==> config.mk <==
export PLATFORM = sky130hd
export DESIGN_NAME = column_filter_greater_than
export DESIGN_NICKNAME = d
export VERILOG_FILES = /design/src/cfgt_pkg.sv /design/src/cfgt_lane.sv /design/src/cfgt_merge.sv /design/src/cfgt_queue.sv /design/src/cfgt_serial.sv /design/src/column_filter_greater_than.sv
export VERILOG_INCLUDE_DIRS = /design/src /design/src/src
export SDC_FILE = /design/constraint.sdc
export NUM_CORES = 2
export LEC_CHECK = 0
export BUFFER_PORTS_ARGS = -buffer_cell sky130_fd_sc_hd__buf_2
export CAP_MARGIN = 20
export CORE_AREA = 2 2 572 290
export CTS_CLUSTER_SIZE = 12
export DETAILED_ROUTE_END_ITERATION = 6
export DIE_AREA = 0 0 574 292
export GPL_TIMING_DRIVEN = 1
export PLACE_DENSITY_LB_ADDON = 0.1
export SKIP_LAST_GASP = 1
export SYNTH_ARGS = -nofsm -noshare
export SYNTH_HDL_FRONTEND = slang
export SYNTH_SLANG_ARGS = --single-unit
==> constraint.sdc <==
create_clock -name aclk -period 23.5 [get_ports aclk]
set_input_delay 1.175 -clock aclk [delete_from_list [all_inputs] [get_ports aclk]]
set_output_delay 1.175 -clock aclk [all_outputs]
set_load 0.1 [all_outputs]
==> src/column_filter_greater_than_assert.svh <==
// Assertion macros used by the column filter serialiser.
`ifndef COLUMN_FILTER_GREATER_THAN_ASSERT_SVH
`define COLUMN_FILTER_GREATER_THAN_ASSERT_SVH

// The consequent must hold in the same cycle as the antecedent.
`define CFGT_ASSERT_NOW(name, clk, rst_n, ante, cons) \
    name: assert property (@(posedge clk) disable iff (!rst_n) (ante) |-> (cons)) \
        else $error("cfgt: assertion failed");

// The consequent must hold in the cycle after the antecedent.
`define CFGT_ASSERT_NEXT(name, clk, rst_n, ante, cons) \
    name: assert property (@(posedge clk) disable iff (!rst_n) (ante) |=> (cons)) \
        else $error("cfgt: assertion failed");

`endif

==> src/cfgt_pkg.sv <==
package cfgt_pkg;

    localparam int VALUE_W      = 64;
    localparam int LANE_COUNT_W = 4;
    localparam int ROW_W        = 32;
    localparam int COUNT_W      = 33;
    localparam int WORD_W       = 64;
    localparam int WORD_LOG     = 6;
    localparam int WIDX_W       = 26;
    localparam int RTYPE_W      = 2;
    localparam int CFG_INDEX_W  = 1;
    localparam int CFG_DATA_W   = 64;
    localparam int M_TDATA_W    = 160;
    localparam int M_PAD_W      = M_TDATA_W - (ROW_W + WORD_W + WIDX_W + COUNT_W + 1);

    localparam int DEF_LANES       = 8;
    localparam int DEF_QUEUE_DEPTH = 4;

    localparam logic [CFG_INDEX_W-1:0] CFG_THRESHOLD = 1'b0;
    localparam logic [CFG_INDEX_W-1:0] CFG_MODE      = 1'b1;

    localparam logic MODE_INDEX = 1'b0;
    localparam logic MODE_MASK  = 1'b1;

    typedef enum logic [RTYPE_W-1:0] {
        RT_INDEX   = 2'd0,
        RT_MASK    = 2'd1,
        RT_SUMMARY = 2'd2
    } result_type_t;

    // Everything one beat produces, apart from its per-lane match bits.
    typedef struct packed {
        logic [ROW_W-1:0]   base_row;
        logic               mask_valid;
        logic [WORD_W-1:0]  mask_word;
        logic [WIDX_W-1:0]  mask_idx;
        logic               flush_valid;
        logic [WORD_W-1:0]  flush_word;
        logic [WIDX_W-1:0]  flush_idx;
        logic               last;
        logic [COUNT_W-1:0] count;
        logic               ovf;
    } beat_info_t;

endpackage

==> src/cfgt_lane.sv <==
module cfgt_lane
    import cfgt_pkg::*;
(
    input  logic                      aclk,
    input  logic                      load,
    input  logic signed [VALUE_W-1:0] value,
    input  logic signed [VALUE_W-1:0] threshold,
    output logic                      gt
);

    logic gt_reg;

    always_ff @(posedge aclk) begin
        if (load) begin
            gt_reg <= (value > threshold);
        end
    end

    assign gt = gt_reg;

endmodule

==> src/cfgt_merge.sv <==
module cfgt_merge
    import cfgt_pkg::*;
#(
    parameter int LANES = DEF_LANES,
    localparam int N_W  = $clog2(LANES + 1)
) (
    input  logic             aclk,
    input  logic             aresetn,
    input  logic             fire,
    input  logic [LANES-1:0] gt,
    input  logic [N_W-1:0]   lane_n,
    input  logic             last,
    input  logic             output_mode,
    output logic             push,
    output logic [LANES-1:0] rec_idx,
    output beat_info_t       rec_info
);

    logic [COUNT_W-1:0]  rows_seen_reg, rows_seen_next;
    logic [COUNT_W-1:0]  match_total_reg, match_total_next;
    logic [WORD_W-1:0]   partial_reg, partial_next;
    logic                ovf_reg, ovf_next;

    logic [LANES-1:0]    lane_in;
    logic [LANES-1:0]    proc;
    logic [LANES-1:0]    hit;
    logic [COUNT_W-1:0]  row_i;
    logic [N_W-1:0]      proc_n;
    logic [N_W-1:0]      hit_n;
    logic [2*WORD_W-1:0] shifted;
    logic [WORD_W-1:0]   word_lo;
    logic [WORD_W-1:0]   word_hi;
    logic [WORD_LOG:0]   fill;
    logic                complete;
    logic                flush;

    always_comb begin
        for (int i = 0; i < LANES; i++) begin
            row_i      = rows_seen_reg + COUNT_W'(i);
            lane_in[i] = (32'(i) < 32'(lane_n));
            proc[i]    = lane_in[i] && !row_i[COUNT_W-1];
        end
        hit     = gt & proc;
        proc_n  = N_W'($countones(proc));
        hit_n   = N_W'($countones(hit));
        shifted = (2*WORD_W)'(hit) << rows_seen_reg[WORD_LOG-1:0];
        word_lo = partial_reg | shifted[WORD_W-1:0];
        word_hi = shifted[2*WORD_W-1:WORD_W];
        fill    = {1'b0, rows_seen_reg[WORD_LOG-1:0]} + (WORD_LOG + 1)'(proc_n);
        complete = fill[WORD_LOG];

        rows_seen_next   = rows_seen_reg + COUNT_W'(proc_n);
        match_total_next = match_total_reg + COUNT_W'(hit_n);
        partial_next     = complete ? word_hi : word_lo;
        ovf_next         = ovf_reg || (|(lane_in & ~proc));
        flush            = last && (rows_seen_next[WORD_LOG-1:0] != '0);

        rec_idx              = (output_mode == MODE_INDEX) ? hit : '0;
        rec_info.base_row    = rows_seen_reg[ROW_W-1:0];
        rec_info.mask_valid  = (output_mode == MODE_MASK) && complete;
        rec_info.mask_word   = word_lo;
        rec_info.mask_idx    = rows_seen_reg[ROW_W-1:WORD_LOG];
        rec_info.flush_valid = (output_mode == MODE_MASK) && flush;
        rec_info.flush_word  = partial_next;
        rec_info.flush_idx   = rows_seen_next[ROW_W-1:WORD_LOG];
        rec_info.last        = last;
        rec_info.count       = match_total_next;
        rec_info.ovf         = ovf_next;

        push = fire && ((|rec_idx) || rec_info.mask_valid || last);
    end

    always_ff @(posedge aclk) begin
        if (!aresetn) begin
            rows_seen_reg   <= '0;
            match_total_reg <= '0;
            partial_reg     <= '0;
            ovf_reg         <= 1'b0;
        end else if (fire) begin
            if (last) begin
                rows_seen_reg   <= '0;
                match_total_reg <= '0;
                partial_reg     <= '0;
                ovf_reg         <= 1'b0;
            end else begin
                rows_seen_reg   <= rows_seen_next;
                match_total_reg <= match_total_next;
                partial_reg     <= partial_next;
                ovf_reg         <= ovf_next;
            end
        end
    end

endmodule

==> src/cfgt_queue.sv <==
module cfgt_queue
    import cfgt_pkg::*;
#(
    parameter int LANES = DEF_LANES,
    parameter int DEPTH = DEF_QUEUE_DEPTH,
    localparam int PTR_W = (DEPTH > 1) ? $clog2(DEPTH) : 1,
    localparam int CNT_W = $clog2(DEPTH + 1)
) (
    input  logic             aclk,
    input  logic             aresetn,
    input  logic             push,
    input  logic [LANES-1:0] idx_in,
    input  beat_info_t       info_in,
    output logic             full,
    input  logic             pop,
    output logic             head_valid,
    output logic [LANES-1:0] head_idx,
    output beat_info_t       head_info
);

    logic [LANES-1:0] idx_mem [DEPTH];
    beat_info_t       info_mem [DEPTH];
    logic [PTR_W-1:0] wr_ptr_reg;
    logic [PTR_W-1:0] rd_ptr_reg;
    logic [CNT_W-1:0] count_reg;

    function automatic logic [PTR_W-1:0] ptr_inc(input logic [PTR_W-1:0] p);
        return (32'(p) == DEPTH - 1) ? '0 : p + PTR_W'(1);
    endfunction

    always_ff @(posedge aclk) begin
        if (push) begin
            idx_mem[wr_ptr_reg]  <= idx_in;
            info_mem[wr_ptr_reg] <= info_in;
        end
    end

    always_ff @(posedge aclk) begin
        if (!aresetn) begin
            wr_ptr_reg <= '0;
            rd_ptr_reg <= '0;
            count_reg  <= '0;
        end else begin
            if (push) begin
                wr_ptr_reg <= ptr_inc(wr_ptr_reg);
            end
            if (pop) begin
                rd_ptr_reg <= ptr_inc(rd_ptr_reg);
            end
            if (push && !pop) begin
                count_reg <= count_reg + CNT_W'(1);
            end else if (pop && !push) begin
                count_reg <= count_reg - CNT_W'(1);
            end
        end
    end

    assign full       = (32'(count_reg) == DEPTH);
    assign head_valid = (count_reg != '0);
    assign head_idx   = idx_mem[rd_ptr_reg];
    assign head_info  = info_mem[rd_ptr_reg];

endmodule

==> src/cfgt_serial.sv <==
module cfgt_serial
    import cfgt_pkg::*;
#(
    parameter int LANES = DEF_LANES,
    localparam int SEL_W = (LANES > 1) ? $clog2(LANES) : 1
) (
    input  logic               aclk,
    input  logic               aresetn,
    input  logic               head_valid,
    input  logic [LANES-1:0]   head_idx,
    input  beat_info_t         head_info,
    output logic               pop,
    input  logic               m_ready,
    output logic               m_valid,
    output result_type_t       m_type,
    output logic               m_last,
    output logic [ROW_W-1:0]   m_row,
    output logic [WORD_W-1:0]  m_word,
    output logic [WIDX_W-1:0]  m_widx,
    output logic [COUNT_W-1:0] m_count,
    output logic               m_ovf
);

`include "column_filter_greater_than_assert.svh"

    logic [LANES-1:0]   done_reg;
    logic               mask_done_reg;
    logic               flush_done_reg;
    logic               valid_reg;
    result_type_t       type_reg, type_next;
    logic               last_reg, last_next;
    logic [ROW_W-1:0]   row_reg, row_next;
    logic [WORD_W-1:0]  word_reg, word_next;
    logic [WIDX_W-1:0]  widx_reg, widx_next;
    logic [COUNT_W-1:0] count_reg, count_next;
    logic               ovf_reg, ovf_next;

    logic [LANES-1:0]   pending;
    logic [LANES-1:0]   lowbit;
    logic [LANES-1:0]   rest;
    logic [SEL_W-1:0]   sel;
    logic               mask_pick;
    logic               flush_pick;
    logic               out_load;

    always_comb begin
        pending = head_idx & ~done_reg;
        lowbit  = pending & (~pending + LANES'(1));
        rest    = pending ^ lowbit;
        sel     = '0;
        for (int i = 0; i < LANES; i++) begin
            if (lowbit[i]) begin
                sel = sel | SEL_W'(i);
            end
        end

        row_next   = '0;
        word_next  = '0;
        widx_next  = '0;
        count_next = '0;
        ovf_next   = 1'b0;
        mask_pick  = 1'b0;
        flush_pick = 1'b0;
        if (|pending) begin
            type_next = RT_INDEX;
            row_next  = head_info.base_row + ROW_W'(sel);
            last_next = !(|rest) && !head_info.last;
        end else if (head_info.mask_valid && !mask_done_reg) begin
            mask_pick = 1'b1;
            type_next = RT_MASK;
            word_next = head_info.mask_word;
            widx_next = head_info.mask_idx;
            last_next = !head_info.last;
        end else if (head_info.flush_valid && !flush_done_reg) begin
            flush_pick = 1'b1;
            type_next  = RT_MASK;
            word_next  = head_info.flush_word;
            widx_next  = head_info.flush_idx;
            last_next  = !head_info.last;
        end else begin
            type_next  = RT_SUMMARY;
            count_next = head_info.count;
            ovf_next   = head_info.ovf;
            last_next  = 1'b1;
        end

        out_load = head_valid && (!valid_reg || m_ready);
        pop      = out_load && last_next;
    end

    always_ff @(posedge aclk) begin
        if (!aresetn) begin
            done_reg       <= '0;
            mask_done_reg  <= 1'b0;
            flush_done_reg <= 1'b0;
            valid_reg      <= 1'b0;
        end else begin
            if (out_load) begin
                valid_reg <= 1'b1;
            end else if (m_ready) begin
                valid_reg <= 1'b0;
            end
            if (pop) begin
                done_reg       <= '0;
                mask_done_reg  <= 1'b0;
                flush_done_reg <= 1'b0;
            end else if (out_load) begin
                done_reg       <= done_reg | lowbit;
                mask_done_reg  <= mask_done_reg || mask_pick;
                flush_done_reg <= flush_done_reg || flush_pick;
            end
        end
    end

    always_ff @(posedge aclk) begin
        if (out_load) begin
            type_reg  <= type_next;
            last_reg  <= last_next;
            row_reg   <= row_next;
            word_reg  <= word_next;
            widx_reg  <= widx_next;
            count_reg <= count_next;
            ovf_reg   <= ovf_next;
        end
    end

    assign m_valid = valid_reg;
    assign m_type  = type_reg;
    assign m_last  = last_reg;
    assign m_row   = row_reg;
    assign m_word  = word_reg;
    assign m_widx  = widx_reg;
    assign m_count = count_reg;
    assign m_ovf   = ovf_reg;

    `CFGT_ASSERT_NOW(a_summary_ends_run, aclk, aresetn, valid_reg && (type_reg == RT_SUMMARY), last_reg)
    `CFGT_ASSERT_NEXT(a_record_held, aclk, aresetn, out_load && !pop, head_valid)
    `CFGT_ASSERT_NEXT(a_pop_clears_progress, aclk, aresetn, pop,
                      (done_reg == '0) && !mask_done_reg && !flush_done_reg)

endmodule

==> src/column_filter_greater_than.sv <==
// Greater-than column filter. Each input transaction carries up to LANES signed 64-bit rows
// (lane_count valid, lowest lanes first; tlast ends the stream); every row above the signed
// threshold register is selected. Output mode 0 yields one transaction per match holding its
// row number in ascending order; mode 1 yields each filled 64-bit selection word and, at the
// end of the stream, the partial word. The stream's final beat always ends with a summary
// transaction carrying the match count and the row overflow flag, and tlast marks the last
// transaction caused by each input beat. Configuration may only be written while the block is
// idle. One input beat is accepted per clock while the queue is not full; the LANES
// comparators and the merge stage run at that rate, and a queue of QUEUE_DEPTH beat records
// feeds a serialiser that sends one result per clock while m_axis_tready is high. A beat
// produces up to LANES + 1 results in index mode and at most three in mask mode, and its
// results pass from the comparator registers through the queue to the serialiser's register.
module column_filter_greater_than
    import cfgt_pkg::*;
#(
    parameter int LANES       = DEF_LANES,
    parameter int QUEUE_DEPTH = DEF_QUEUE_DEPTH,
    localparam int S_TDATA_W  = ((LANES * VALUE_W + LANE_COUNT_W + 7) / 8) * 8,
    localparam int N_W        = $clog2(LANES + 1)
) (
    input  logic                   aclk,
    input  logic                   aresetn,
    input  logic                   cfg_we,
    input  logic [CFG_INDEX_W-1:0] cfg_index,
    input  logic [CFG_DATA_W-1:0]  cfg_wdata,
    input  logic                   s_axis_tvalid,
    output logic                   s_axis_tready,
    // value_0 .. value_{LANES-1}, lane_count, zero padding
    input  logic [S_TDATA_W-1:0]   s_axis_tdata,
    input  logic                   s_axis_tlast,
    output logic                   m_axis_tvalid,
    input  logic                   m_axis_tready,
    // row_index, mask_word, word_index, match_count, row_overflow, zero padding
    output logic [M_TDATA_W-1:0]   m_axis_tdata,
    // result_type
    output logic [RTYPE_W-1:0]     m_axis_tuser,
    output logic                   m_axis_tlast
);

    logic signed [VALUE_W-1:0] threshold_reg;
    logic                      mode_reg;

    logic                    s_fire;
    logic                    s1_fire;
    logic                    s1_valid_reg;
    logic [N_W-1:0]          s1_n_reg;
    logic                    s1_last_reg;
    logic [LANES-1:0]        s1_gt;
    logic [LANE_COUNT_W-1:0] lane_count;

    logic             push;
    logic [LANES-1:0] rec_idx;
    beat_info_t       rec_info;
    logic             q_full;
    logic             pop;
    logic             head_valid;
    logic [LANES-1:0] head_idx;
    beat_info_t       head_info;

    result_type_t       out_type;
    logic [ROW_W-1:0]   out_row;
    logic [WORD_W-1:0]  out_word;
    logic [WIDX_W-1:0]  out_widx;
    logic [COUNT_W-1:0] res_count;
    logic               out_ovf;

    always_ff @(posedge aclk) begin
        if (!aresetn) begin
            threshold_reg <= '0;
            mode_reg      <= MODE_INDEX;
        end else if (cfg_we) begin
            unique case (cfg_index)
                CFG_THRESHOLD: begin
                    threshold_reg <= cfg_wdata;
                end
                CFG_MODE: begin
                    mode_reg <= cfg_wdata[0];
                end
                default: begin
                    mode_reg <= mode_reg;
                end
            endcase
        end
    end

    assign lane_count    = s_axis_tdata[LANES*VALUE_W +: LANE_COUNT_W];
    assign s1_fire       = s1_valid_reg && !q_full;
    assign s_axis_tready = !s1_valid_reg || !q_full;
    assign s_fire        = s_axis_tvalid && s_axis_tready;

    always_ff @(posedge aclk) begin
        if (!aresetn) begin
            s1_valid_reg <= 1'b0;
        end else if (s_fire) begin
            s1_valid_reg <= 1'b1;
        end else if (s1_fire) begin
            s1_valid_reg <= 1'b0;
        end
    end

    always_ff @(posedge aclk) begin
        if (s_fire) begin
            s1_n_reg    <= (32'(lane_count) > LANES) ? N_W'(LANES) : N_W'(lane_count);
            s1_last_reg <= s_axis_tlast;
        end
    end

    for (genvar g = 0; g < LANES; g++) begin : g_lane
        cfgt_lane u_lane (
            .aclk      (aclk),
            .load      (s_fire),
            .value     (s_axis_tdata[g*VALUE_W +: VALUE_W]),
            .threshold (threshold_reg),
            .gt        (s1_gt[g])
        );
    end

    cfgt_merge #(.LANES(LANES)) u_merge (
        .aclk        (aclk),
        .aresetn     (aresetn),
        .fire        (s1_fire),
        .gt          (s1_gt),
        .lane_n      (s1_n_reg),
        .last        (s1_last_reg),
        .output_mode (mode_reg),
        .push        (push),
        .rec_idx     (rec_idx),
        .rec_info    (rec_info)
    );

    cfgt_queue #(.LANES(LANES), .DEPTH(QUEUE_DEPTH)) u_queue (
        .aclk       (aclk),
        .aresetn    (aresetn),
        .push       (push),
        .idx_in     (rec_idx),
        .info_in    (rec_info),
        .full       (q_full),
        .pop        (pop),
        .head_valid (head_valid),
        .head_idx   (head_idx),
        .head_info  (head_info)
    );

    cfgt_serial #(.LANES(LANES)) u_serial (
        .aclk       (aclk),
        .aresetn    (aresetn),
        .head_valid (head_valid),
        .head_idx   (head_idx),
        .head_info  (head_info),
        .pop        (pop),
        .m_ready    (m_axis_tready),
        .m_valid    (m_axis_tvalid),
        .m_type     (out_type),
        .m_last     (m_axis_tlast),
        .m_row      (out_row),
        .m_word     (out_word),
        .m_widx     (out_widx),
        .m_count    (res_count),
        .m_ovf      (out_ovf)
    );

    assign m_axis_tdata = {{M_PAD_W{1'b0}}, out_ovf, res_count, out_widx, out_word, out_row};
    assign m_axis_tuser = out_type;

endmodule
==> results.md <==
- Result of the run: completed
- Hold-fix buffers, CTS: 0
- Number of optimization iterations in the first detailed-route pass: 6
- Transition time at the pin with the least slew margin: 1200 ps
- Sink Count: 1313
- Final setup vio count: 0
- Total overflow reported by the global router: 0
- Max_cap viols: 0
- Synthesized flop and latch total: 1313
- Overall via count from detail_route: 45.8k
- Routed length per instance: 28.7 um
- Data arrival, critical path: 10450 ps
- Clk root buf: sky130_fd_sc_hd__clkbuf_16
- Overall die area: 0.168 mm^2
- Area delta synth->final: 16.6%
- Floorplan core area: 0.163 mm^2
- Via density per instance: 5.77
- Die Y: 292 um
- Initial core utilization: 39.7%
- IO buf count: 747
- Critical Path RT: 23890 ps
- Relative slew margins: 19.8%
- PD cells: 79.6 mW/mm^2
- Setup Total Neg Slack: 0 ps
- Number of endpoints with negative hold slack in the final report: 0
- Static leakage: 27.5 nW
- Async set-reset flop share out of synthesis: 0%
- Critical path class: reg2reg
- Most flops, register: u_queue.info_mem
- Instance area after placement: 0.0711 mm^2
- Number of enable flip-flop cells after synthesis: 1096
- Clock buffers created by TritonCTS: 141
- Unrepaired setup endpoints after global routing: no
- Fill cell total of the finished layout: 14.8k
- Unique cell type count in the Yosys netlist: 95
- Cell area after layout: 0.0754 mm^2
- Achievable clock frequency: 99.3 MHz
- Number of placed I/O pins: 756
- Most used cells in the layout excluding fill and tap cells: sky130_fd_sc_hd__edfxtp_1 (1096), sky130_fd_sc_hd__buf_2 (747), sky130_fd_sc_hd__ha_1 (541)
- Synthesized instance count: 4833
- Synth warn: 0
- Critical Path End Type: flop
- Area of the mapped netlist: 0.0646 mm^2
- Global routing usage summed across all routing layers: 26.6%
- Ratio of cells with drive above 1 in the final layout: 23.0%
- Largest net degree at the start of global routing: 133
- Number of nets with antenna violations after routing: 0
- Minimum setup slack among reg-to-reg paths: 13430 ps
- Detailed placer's ending HPWL: 166000 um
- Wire length of the first global-routing pass: 322000 um
- Clock H-tree levels: 4
- Kind of launch point of the worst setup path: flop
- Number of antenna violations at the first check in global routing: 40
- Portion of the clock cycle consumed by the worst path in the final layout: 42.8%
- Clock-pin slew on the worst setup and hold paths: 60 ps
- Peak supply drop: 0.0738 mV
- Setup Buffers After CTS: 0
- Die W: 574 um
- CTS tree: built
- Top fanout value on the critical path: 54
- Quantity of gates resized following cts: 0
- Clock latency of the later-clocked register in the worst-skew pair: 800 ps
- Final routed wirelength across all metal layers: 228000 um
- Sequential-to-total area share from yosys stat: 57.6%
- Final nets: 6764
- Total power after layout: 6.00 mW
- Number of max-slew violations in the final report: 0
- Routability cong.: 1.02
- Maximum clock insertion buffer count: 4
- Largest register FFs: 892
- Min cycle time layout: 10070 ps
- DRC violation count after routing: 0
- 1st-iter DRT viols: 5327
- Rows: 105
- Main flop type after synthesis: sky130_fd_sc_hd__edfxtp_1
- Skew final: 66.4 ps
- Hold/Removal Path Class: reg2reg
- Syn Area/Cell: 13.4 um^2
- Vias in the first global route: 43.4k
- Most common library cell in the layout ignoring fill and taps: sky130_fd_sc_hd__edfxtp_1
- Post-layout util: 46.3%
[per-layer routing]
layer | wire (um) | GRT usage (%)
met3 | 22500 | 6.83
met1 | 113000 | 43.3
met5 | 112 | 0
met4 | 3980 | 4.59
met2 | 88600 | 35.0
[synthesized netlist by cell type (39+ instances only)]
cell,count,area (um^2)
sky130_fd_sc_hd__a21o_1,102,766
sky130_fd_sc_hd__dfxtp_1,217,4340
sky130_fd_sc_hd__ha_1,541,6770
sky130_fd_sc_hd__o21ai_0,190,951
sky130_fd_sc_hd__nor2b_1,42,263
sky130_fd_sc_hd__edfxtp_1,1096,32900
sky130_fd_sc_hd__nand2_1,349,1310
sky130_fd_sc_hd__mux4_2,230,5180
sky130_fd_sc_hd__and3_1,63,394
sky130_fd_sc_hd__and2_1,51,319
sky130_fd_sc_hd__nand4_1,123,769
sky130_fd_sc_hd__xor2_1,41,359
sky130_fd_sc_hd__nand3_1,72,360
sky130_fd_sc_hd__nor3_1,66,330
sky130_fd_sc_hd__nor2_1,343,1290
sky130_fd_sc_hd__a211oi_1,39,293
sky130_fd_sc_hd__a22oi_1,122,916
sky130_fd_sc_hd__xnor2_1,50,438
sky130_fd_sc_hd__inv_1,150,563
sky130_fd_sc_hd__a21oi_1,270,1350
sky130_fd_sc_hd__clkbuf_1,144,541
[logic make-up (layout without fill, tap and decap cells)]
kind of cell,Yosys count,after routing,share of synthesized area [%]
muxes,244,244,8.24
adders and majority gates,555,555,10.9
DFF,1313,1313,57.6
buffers and inverters,359,1247,2.25
xor gates and xnor gates,91,91,1.23
AOI/OAI and AO/OA,1006,1006,10.2
and+or+nand+nor,1264,1264,9.56
other,1,33,0.00580
[final timing paths]
check,cells after the start,from,to
setup / recovery,27,u_merge.rows_seen_reg[3],u_queue.info_mem[2][198]
hold / removal,2,threshold_reg[4],threshold_reg[4]
setup reg to reg,27,u_merge.rows_seen_reg[3],u_queue.info_mem[2][198]
hold reg to reg,2,threshold_reg[4],threshold_reg[4]
[power by group]
| part | internal [mW] | switching [mW] | leakage (nW) |
|---|---|---|---|
| clock network | 1.18 | 0.905 | 1.99 |
| logic | 0.284 | 0.917 | 13.7 |
| registers | 2.67 | 0.0400 | 11.8 |
[worst max-delay path, cell delays in order, from the launching register on]
cell                      delay [ps]
sky130_fd_sc_hd__dfxtp_1         720
sky130_fd_sc_hd__buf_4           450
sky130_fd_sc_hd__nand2_1         390
sky130_fd_sc_hd__nor4_4          430
sky130_fd_sc_hd__nand2_1         170
sky130_fd_sc_hd__nor2_1          170
sky130_fd_sc_hd__xnor2_1         200
sky130_fd_sc_hd__nor2b_1         130
sky130_fd_sc_hd__ha_1            220
sky130_fd_sc_hd__fa_1            480
sky130_fd_sc_hd__inv_1            50
sky130_fd_sc_hd__fa_1            530
sky130_fd_sc_hd__inv_1            40
sky130_fd_sc_hd__ha_1            200
sky130_fd_sc_hd__fa_1            450
sky130_fd_sc_hd__ha_1            340
sky130_fd_sc_hd__nor2b_1         140
sky130_fd_sc_hd__o21ai_1         170
sky130_fd_sc_hd__a21oi_1         200
sky130_fd_sc_hd__buf_4           310
sky130_fd_sc_hd__and2_1          300
sky130_fd_sc_hd__nor2_1           60
sky130_fd_sc_hd__a21oi_1         170
sky130_fd_sc_hd__o41a_1          450
sky130_fd_sc_hd__and2_4          560
sky130_fd_sc_hd__buf_4           790
sky130_fd_sc_hd__buf_4           800
sky130_fd_sc_hd__buf_4           630
[stage by stage]
stage	setup slack (ps)	cells	hold WS (ps)
finish	13430	7946	453
global route	12790	7937	471
CTS	13420	7914	451
detailed placement	13420	7667	437
global placement	13500	7666	429
floorplan	12350	4836	419
[final cells by class]
cell class                 instances  area [um^2]  area share (%)
clock inverter                    17          176           0.234
timing repair buffer             845         4490            5.96
sequential                      1313        37300            49.4
inverter                         155          584           0.775
tap                             2193         2740            3.64
clock buffer                     230         3990            5.29
multi-input combinational       3164        26100            34.6
antenna                           29         72.6          0.0963
(Power assumes the default switching activity.)
